## src/sv/cbte_pkg.sv

```systemverilog
// shared types, codes and constants of the cubic b-spline trajectory evaluator
// no dependencies; used by every module of the block
`default_nettype none

package cbte_pkg;

  localparam int unsigned MaxPointsDef = 64;
  // slots that a 6 bit point index can reach
  localparam int unsigned IdxSlots     = 64;

  localparam int unsigned CoordW = 32;
  localparam int unsigned TimeW  = 32;
  localparam int unsigned SegW   = 6;
  localparam int unsigned UW     = 17;
  localparam int unsigned AccW   = 40;
  localparam int unsigned MagW   = 48;
  localparam int unsigned PointW = 3 * CoordW;

  localparam logic [UW-1:0]   UOne    = 17'h1_0000;
  localparam logic [MagW-1:0] Lim48   = '1;
  // ceil(2^36 / 3), exact floor division by three for values below 2^34
  localparam logic [34:0]     Div3Mul = 35'h5_5555_5556;

  typedef enum logic [2:0] {
    ModeWrPos   = 3'd0,
    ModeWrRot   = 3'd1,
    ModePos     = 3'd2,
    ModeVel     = 3'd3,
    ModeAcc     = 3'd4,
    ModeRotVec  = 3'd5,
    ModeRotRate = 3'd6
  } mode_e;

  typedef enum logic [1:0] {
    KindPos = 2'd0,
    KindVel = 2'd1,
    KindAcc = 2'd2
  } kind_e;

  typedef enum logic [1:0] {
    CfgStart       = 2'd0,
    CfgEnd         = 2'd1,
    CfgInvInterval = 2'd2,
    CfgSegCount    = 2'd3
  } cfg_idx_e;

  typedef struct packed {
    logic  valid;
    logic  tab;
    kind_e kind;
  } ctl_t;

  typedef struct packed {
    logic              en;
    logic              tab;
    logic [SegW-1:0]   idx;
    logic [PointW-1:0] pt;
  } wr_t;

  function automatic int unsigned slots(int unsigned max_points);
    return (max_points < IdxSlots) ? max_points : IdxSlots;
  endfunction

endpackage

`default_nettype wire

```

## src/sv/cbte_time.sv

```systemverilog
// time front end: request decode, clamp to window, scale by inverse interval,
// segment index and fraction; three register stages. uses cbte_pkg
`default_nettype none

module cbte_time #(
  parameter int unsigned MaxPoints = cbte_pkg::MaxPointsDef
) (
  input  wire logic                          clk_i,
  input  wire logic                          rst_ni,
  input  wire logic                          req_i,
  input  wire logic [2:0]                    mode_i,
  input  wire logic [cbte_pkg::SegW-1:0]     point_index_i,
  input  wire logic [cbte_pkg::PointW-1:0]   point_i,
  input  wire logic [cbte_pkg::TimeW-1:0]    query_time_i,
  input  wire logic [cbte_pkg::TimeW-1:0]    start_time_i,
  input  wire logic [cbte_pkg::TimeW-1:0]    end_time_i,
  input  wire logic [31:0]                   inv_interval_i,
  input  wire logic [cbte_pkg::SegW-1:0]     seg_count_i,
  output cbte_pkg::ctl_t                     ctl_o,
  output cbte_pkg::wr_t                      wr_o,
  output logic [cbte_pkg::SegW-1:0]          seg_o,
  output logic [cbte_pkg::UW-1:0]            u_o
);

  localparam int unsigned Slots  = cbte_pkg::slots(MaxPoints);
  localparam int unsigned MaxSeg = Slots - 3;

  cbte_pkg::ctl_t ctl_d, ctl1_q, ctl2_q, ctl3_q;
  cbte_pkg::wr_t  wr_d, wr1_q, wr2_q, wr3_q;
  logic [cbte_pkg::TimeW-1:0] tc, d1_d, d1_q;
  logic [63:0]                x2_q;
  logic [cbte_pkg::SegW-1:0]  cnt, seg_d, seg3_q;
  logic [cbte_pkg::UW-1:0]    u_d, u3_q;
  logic                       idx_ok;

  always_comb begin
    idx_ok  = {1'b0, point_index_i} < 7'(Slots);
    ctl_d   = '0;
    wr_d    = '0;
    wr_d.idx = point_index_i;
    wr_d.pt  = point_i;
    if (req_i) begin
      case (cbte_pkg::mode_e'(mode_i))
        cbte_pkg::ModeWrPos: begin
          wr_d.en = idx_ok;
        end
        cbte_pkg::ModeWrRot: begin
          wr_d.en  = idx_ok;
          wr_d.tab = 1'b1;
        end
        cbte_pkg::ModePos: begin
          ctl_d.valid = 1'b1;
          ctl_d.kind  = cbte_pkg::KindPos;
        end
        cbte_pkg::ModeVel: begin
          ctl_d.valid = 1'b1;
          ctl_d.kind  = cbte_pkg::KindVel;
        end
        cbte_pkg::ModeAcc: begin
          ctl_d.valid = 1'b1;
          ctl_d.kind  = cbte_pkg::KindAcc;
        end
        cbte_pkg::ModeRotVec: begin
          ctl_d.valid = 1'b1;
          ctl_d.tab   = 1'b1;
          ctl_d.kind  = cbte_pkg::KindPos;
        end
        cbte_pkg::ModeRotRate: begin
          ctl_d.valid = 1'b1;
          ctl_d.tab   = 1'b1;
          ctl_d.kind  = cbte_pkg::KindVel;
        end
        default: begin
        end
      endcase
    end
    // clamp to [start, end]; empty window gives zero offset
    tc   = (query_time_i < end_time_i) ? query_time_i : end_time_i;
    d1_d = ((query_time_i > start_time_i) && (tc > start_time_i)) ?
           (tc - start_time_i) : '0;
  end

  always_comb begin
    if (seg_count_i == '0) begin
      cnt = 6'd1;
    end else if ({1'b0, seg_count_i} > 7'(MaxSeg)) begin
      cnt = 6'(MaxSeg);
    end else begin
      cnt = seg_count_i;
    end
    // past the last segment: last segment at u = 1
    if (x2_q[63:16] >= {42'b0, cnt}) begin
      seg_d = cnt - 6'd1;
      u_d   = cbte_pkg::UOne;
    end else begin
      seg_d = x2_q[21:16];
      u_d   = {1'b0, x2_q[15:0]};
    end
  end

  always_ff @(posedge clk_i or negedge rst_ni) begin
    if (!rst_ni) begin
      ctl1_q <= '0;
      ctl2_q <= '0;
      ctl3_q <= '0;
      wr1_q  <= '0;
      wr2_q  <= '0;
      wr3_q  <= '0;
    end else begin
      ctl1_q <= ctl_d;
      ctl2_q <= ctl1_q;
      ctl3_q <= ctl2_q;
      wr1_q  <= wr_d;
      wr2_q  <= wr1_q;
      wr3_q  <= wr2_q;
    end
  end

  always_ff @(posedge clk_i) begin
    d1_q   <= d1_d;
    x2_q   <= 64'(d1_q) * 64'(inv_interval_i);
    seg3_q <= seg_d;
    u3_q   <= u_d;
  end

  assign ctl_o = ctl3_q;
  assign wr_o  = wr3_q;
  assign seg_o = seg3_q;
  assign u_o   = u3_q;

endmodule

`default_nettype wire

```

## config.mk

```make
export PLATFORM = sky130hd
export DESIGN_NAME = cbte_time
export DESIGN_NICKNAME = d
export VERILOG_FILES = /design/src/sv/cbte_pkg.sv /design/src/sv/cbte_time.sv
export SDC_FILE = /design/constraint.sdc
export NUM_CORES = 2
export LEC_CHECK = 0
export BUFFER_PORTS_ARGS = -buffer_cell sky130_fd_sc_hd__buf_2
export CAP_MARGIN = 40
export CORE_MARGIN = 4
export CORE_UTILIZATION = 50
export CTS_CLUSTER_SIZE = 12
export DETAILED_ROUTE_END_ITERATION = 8
export PLACE_DENSITY = 0.71
export REMOVE_ABC_BUFFERS = 1
export SLEW_MARGIN = 20
export SYNTH_ARGS = -nofsm -noshare
export SYNTH_HDL_FRONTEND = slang
export SYNTH_SLANG_ARGS = --single-unit
```

## constraint.sdc

```tcl
create_clock -name clk_i -period 7.3 [get_ports clk_i]
set_input_delay 1.095 -clock clk_i [delete_from_list [all_inputs] [get_ports clk_i]]
set_output_delay 1.095 -clock clk_i [all_outputs]
set_load 0.03 [all_outputs]
```

After elaboration in Yosys (flattened, before gate mapping):

Index checks and enable logic that the tools add are counted.

* add/subtract/negate cells: 2
* multipliers: 1
* div/mod/pow operators: 0
* magnitude comparators: 5
* equal/unequal tests: 6
* shift operators: 0
* mux-type cells: 12
* bitwise operators: 0
* reduce and logical (&&, ||, !) cells: 7

Operator list (count)
* 32-bit greater-than comparator: 2
* 32-bit by 32-bit multiplier with 64-bit output: 1
* 48-bit by 6-bit >= comparator with 1-bit output: 1
* 32-bit < comparator: 1
* 32-bit 2-to-1 mux: 1
* 32-bit subtractor: 1
* 6-bit 2-to-1 mux: 3
* 17-bit 2-to-1 mux: 1
* 3-bit == test (second input constant): 3
* 3-bit by 2-bit == test with 1-bit output (second input constant): 2
* 6-bit greater-than comparator (second input constant): 1
* 6-bit zero test: 1
* 2-bit OR reduction: 3
* 6-bit by 1-bit subtractor with 6-bit output (second input constant): 1
* 5-bit OR reduction: 1
* 1-bit 2-to-1 mux: 4
* 4-bit 2-to-1 mux: 1
* 2-bit one-hot mux with 2 select lines: 1
* 3-bit by 1-bit == test with 1-bit output (second input constant): 1
* 3-bit zero test: 1
* 2-bit 2-to-1 mux: 1
* 1-bit logical AND: 1

* register bits: 443
* bits in latches: 0
* memory bits (writable): 0
* memory bits (read-only): 0
* bits of input ports: 242
* output and inout port bits: 131
* logic and storage cells: 59
* memories kept: 0

Logic depth before layout (Yosys ltp):

* depth after elaboration: 5
* depth in mapped cells: 28
* mapped depth without buffers: 27

Least setup slack after synthesis:

OpenSTA, ideal clock, no wires.

* path kind: input to register
* from: input inv_interval_i[11]
* to: register x2_q[62]
* setup time: 0.122 ns
* data arrival time: 7.770 ns
* data required time: 7.178 ns
* path slack: -0.592 ns
* cell stages on the path: 26
* buffers on the path: 2
* cells stage by stage: clkbuf_1 > nand2_1 > fa_1 > inv_1 > fa_1 > inv_1 > fa_1 > inv_1 > fa_1 > inv_1 > fa_1 > fa_1 > fa_1 > fa_1 > inv_1 > ha_1 > clkbuf_1 > and4_1 > nand3_1 > or4_1 > nor3_1 > o2111ai_1 > nand3_1 > a21oi_1 > and4b_1 > a311o_1

* longest elaborated chain between the ends: 1

Ends and longest elaborated chain
* from (decl): RTL line cbte_time.sv:17 `input wire logic [31:0] inv_interval_i,`
* 32-bit by 32-bit multiplier with 64-bit output: RTL line cbte_time.sv:121 `x2_q <= 64'(d1_q) * 64'(inv_interval_i);`
* to (signal assigned): RTL line cbte_time.sv:121
* to (decl): RTL line cbte_time.sv:31 `logic [63:0] x2_q;`

No other way between the ends.
A chain may end at the register's enable or synchronous reset.

Final worst setup path:

* from: input inv_interval_i[7]
* to: register x2_q[62]

The elaborated chain is that of the path after synthesis.

==> flow_summary.json <==
{
  "holdCritPathClass": "reg2reg",
  "synth-seq-cells": 443,
  "path_cells": "buf_16 > buf_8 > and2_4 > fa_1 > fa_1 > fa_1 > inv_2 > fa_1 > inv_1 > fa_1 > fa_1 > fa_1 > fa_1 > ha_4 > and4_4 > nand3_4 > or4_4 > nor3_4 > buf_6 > o2111ai_4 > nand3_2 > a21oi_2 > and4b_1 > a311o_1",
  "worstPathArrival_ns": 7.78,
  "overflow": 0,
  "outcome": "complete, no violations",
  "fin_ws_ns": 0.00523,
  "synth-edff-count": 0,
  "p_clk_share_pct": 9.7,
  "worstSetupPathType": "in2reg",
  "firstDrtPassIters": 5,
  "numCtsBuffers": 47,
  "antenna_found_initial": 10,
  "cap_viol_max_count": 0,
  "path_max_fanout": 7,
  "avgSynthCellArea_sq_um": 10.1,
  "period_share_pct": 99.9,
  "tritoncts": "built",
  "coreArea_sq_um": 95400,
  "wl_per_cell_um": 18.7,
  "setup_tns_ns": 0,
  "cpMostUsedCell": "fa_1",
  "grt_pass1_vias": 37500,
  "setup_viol": 0,
  "relSlewSlack_pct": 39.0,
  "track_usage_pct": 24.5,
  "crit_path_max_incr_delay_ns": 0.58,
  "syn_area_sq_um": 48300,
  "ant_nets": 0,
  "ys.flop_type": "dfrtp_1",
  "min-delay-start": "wr2_q[9]$_DFF_PN0_",
  "p_total_mw": 23.4,
  "cts_buffer_depth": 3,
  "p_sw_mw": 10.7,
  "die_h_um": 319,
  "p_leak_nw": 28.7,
  "post-place-ws_ns": -1.01,
  "hold-path-cell-count": 0,
  "worst_pin_slew_ns": 0.915,
  "worst_r2r_path_depth": 24,
  "initial_utilization_pct": 50.6,
  "h-tree-depth": 2,
  "yosysSeqAreaShare_pct": 21.7,
  "grt_max_degree": 176,
  "reg2reg_to": "x2_q[62]$_DFF_P_",
  "routed_wl_um": 123000,
  "insertion_delay_ns": 0.59,
  "maxSlewViolCount": 0,
  "critPathBufInv": 5,
  "synth_warnings": 0,
  "cts_hold_buf": 0,
  "fin_skew_ns": 0.0396,
  "end_kind": "register",
  "cts_root_buffer": "clkbuf_16",
  "io_buffers": 372,
  "finalCriticalPeriod_ns": 7.29,
  "drt_iter0_drc": 2215,
  "dp_hpwl_um": 102000,
  "rows": 113,
  "min_to": "wr_o[9]$_DFF_PN0_",
  "peakVddDrop_mv": 0.816,
  "die-area_sq_um": 102000,
  "cp.required_ns": 7.79,
  "num_vias": 34400,
  "ios": 373,
  "grt_first_pass_wirelength_um": 200000,
  "p_int_mw": 12.7,
  "die_w_um": 319,
  "synthDistinctLibCells": 75,
  "syn_inst": 4779,
  "dp.cells": 6514,
  "syn_to_final_growth_pct": 16.9,
  "ys_async_sr_fraction_pct": 73.1,
  "regToRegStartpoint": "d1_q[19]$_SDFF_PN0_",
  "crit_family": "adder cells",
  "drcViolationCount": 0,
  "rsz0062_at_grt": "true",
  "combPwrFrac_pct": 77.6,
  "worst_setup_path_start_kind": "input pin",
  "fin_nets": 6824,
  "power_density_nw_per_um2": 415,
  "slowest_stage": "fa_1",
  "gp_congestion": 0.904,
  "cts.clk_slew.worst_paths_ns": 0.06,
  "fmax_ghz": 0.137,
  "cts_sinks": 443,
  "viasPerCell": 5.20,
  "final_cells": 6610,
  "pwr-share-seq_pct": 12.7,
  "layout-drive-gt1-share_pct": 17.5,
  "rrSetupSlack_ns": 0.15,
  "whs_ns": 0.323,
  "p_sw_share_pct": 45.9,
  "hold_viol": 0
}
-- synth_stat cells (5+ instances only) --
master | count | area (sq um)
o2111ai_1 | 5 | 43.8
mux2i_1 | 5 | 50.1
clkbuf_1 | 233 | 875
nand2b_1 | 12 | 75.1
o21ai_0 | 51 | 255
nand3_1 | 32 | 160
a31oi_1 | 8 | 50.1
nor3b_1 | 5 | 37.5
a211oi_1 | 8 | 60.1
inv_1 | 968 | 3630
nor3_1 | 14 | 70.1
a21o_1 | 83 | 623
nand4_1 | 38 | 238
nor2_1 | 76 | 285
o21ai_1 | 17 | 85.1
o31ai_1 | 6 | 45.0
xnor2_1 | 52 | 455
ha_1 | 365 | 4570
dfxtp_1 | 119 | 2380
a21oi_1 | 128 | 641
nor2b_1 | 9 | 56.3
o21a_1 | 10 | 75.1
mux2_1 | 29 | 327
and2_1 | 607 | 3800
nand2_1 | 510 | 1910
o211ai_1 | 9 | 67.6
dfrtp_1 | 324 | 8110
xor2_1 | 34 | 298
nand3b_1 | 6 | 45.0
nor4_1 | 15 | 93.8
o21bai_1 | 15 | 113
fa_1 | 897 | 18000
and3_1 | 17 | 106
-- area by class of cell --
cell class	count	area (sq um)
Antenna cell	8	20.0
Fill cell	7861	39000
Multi-Input combinational cell	3131	33900
Timing Repair Buffer	729	5360
Clock inverter	14	216
Clock buffer	52	1210
Tap cell	1265	1580
Sequential cell	443	10500
Inverter	968	3630
-- placed cells by master, fill, tap and decap left out, types with 34 or more instances in the layout --
cell and n:
a21o_1 83, a21oi_1 106, and2_1 588, buf_12 37, buf_2 348, buf_4 301
clkbuf_16 51, dfrtp_1 324, dfxtp_1 116, fa_1 882, ha_1 347, inv_1 960
nand2_1 509, nand4_1 38, nor2_1 73, o21ai_0 40, xnor2_1 51, xor2_1 34
-- metrics by stage --
stage | util (%) | cell area (sq um)
final | 59.1 | 56400
after global placement | 56.3 | 53800
after detailed placement | 56.3 | 53800
after floorplan | - | 47400
after CTS | 58.2 | 55500
after global routing | 59.1 | 56400
-- worst reg2reg max path, stage by stage (launching register included) --
cell,delay [ns]
dfxtp_1,0.32
buf_12,0.15
buf_4,0.19
and2_1,0.19
fa_1,0.54
inv_1,0.05
fa_1,0.53
fa_1,0.44
fa_1,0.54
inv_2,0.05
fa_1,0.57
fa_1,0.43
fa_1,0.51
fa_1,0.46
ha_4,0.31
and3_4,0.20
nand3_4,0.07
or4_4,0.43
nor3_4,0.14
buf_6,0.14
o2111ai_4,0.16
nand3_2,0.13
a21oi_2,0.06
and4b_1,0.17
a311o_1,0.27
-- kinds of logic after synthesis --
family | Yosys count | share of synthesized area, %
DFF | 443 | 21.7
muxes | 38 | 0.873
xor gates and xnor gates | 86 | 1.56
AOI/OAI and AO/OA | 388 | 5.32
and+or+nand+nor | 1357 | 14.5
adders and majority gates | 1262 | 46.6
buffers and inverters | 1205 | 9.38
-- repair_timing --
item	CTS	global route
resized for setup	70	171
pin swaps	33	71
cloned	0	4
buffers inserted	3	14
endpoints found under the setup margin	21	26
-- power by group through the flow --
stage	registers, mW	logic, mW	clock network [mW]
floorplan	3.12	9.31	0
global placement	3.00	16.0	0
detailed placement	3.01	16.2	0
CTS	2.97	16.9	2.34
global route	2.99	20.1	2.45
finish	2.97	18.2	2.28
-- sequential cells by signal, summed over array words and instances, names as in the netlist --
signal  count
ctl1_q      4
ctl2_q      4
ctl_o       4
d1_q       32
seg_o       6
u_o        17
wr1_q     104
wr2_q     104
wr_o      104
x2_q       64
-- worst max path at each step --
stage,startpoint,end,depth (start not counted)
floorplan,inv_interval_i[8],x2_q[62]$_DFF_P_,23
global placement,inv_interval_i[8],x2_q[62]$_DFF_P_,26
detailed placement,inv_interval_i[8],x2_q[57]$_DFF_P_,24
CTS,inv_interval_i[9],x2_q[62]$_DFF_P_,25
global route,inv_interval_i[9],x2_q[58]$_DFF_P_,25
finish,inv_interval_i[7],x2_q[62]$_DFF_P_,24
-- per-layer routing --
metal | up-vias | GRT usage [%] | routed length (um) | share of wire, %
met2 | 1100 | 42.0 | 61700 | 50
met3 | 246 | 4.01 | 7940 | 6.4
met5 | - | 0 | 0 | 0
li1 | 15400 | - | - | -
met4 | 0 | 7.63 | 4130 | 3.3
met1 | 17600 | 32.1 | 49600 | 40
Note: power is estimated with default switching activity, not from simulation.
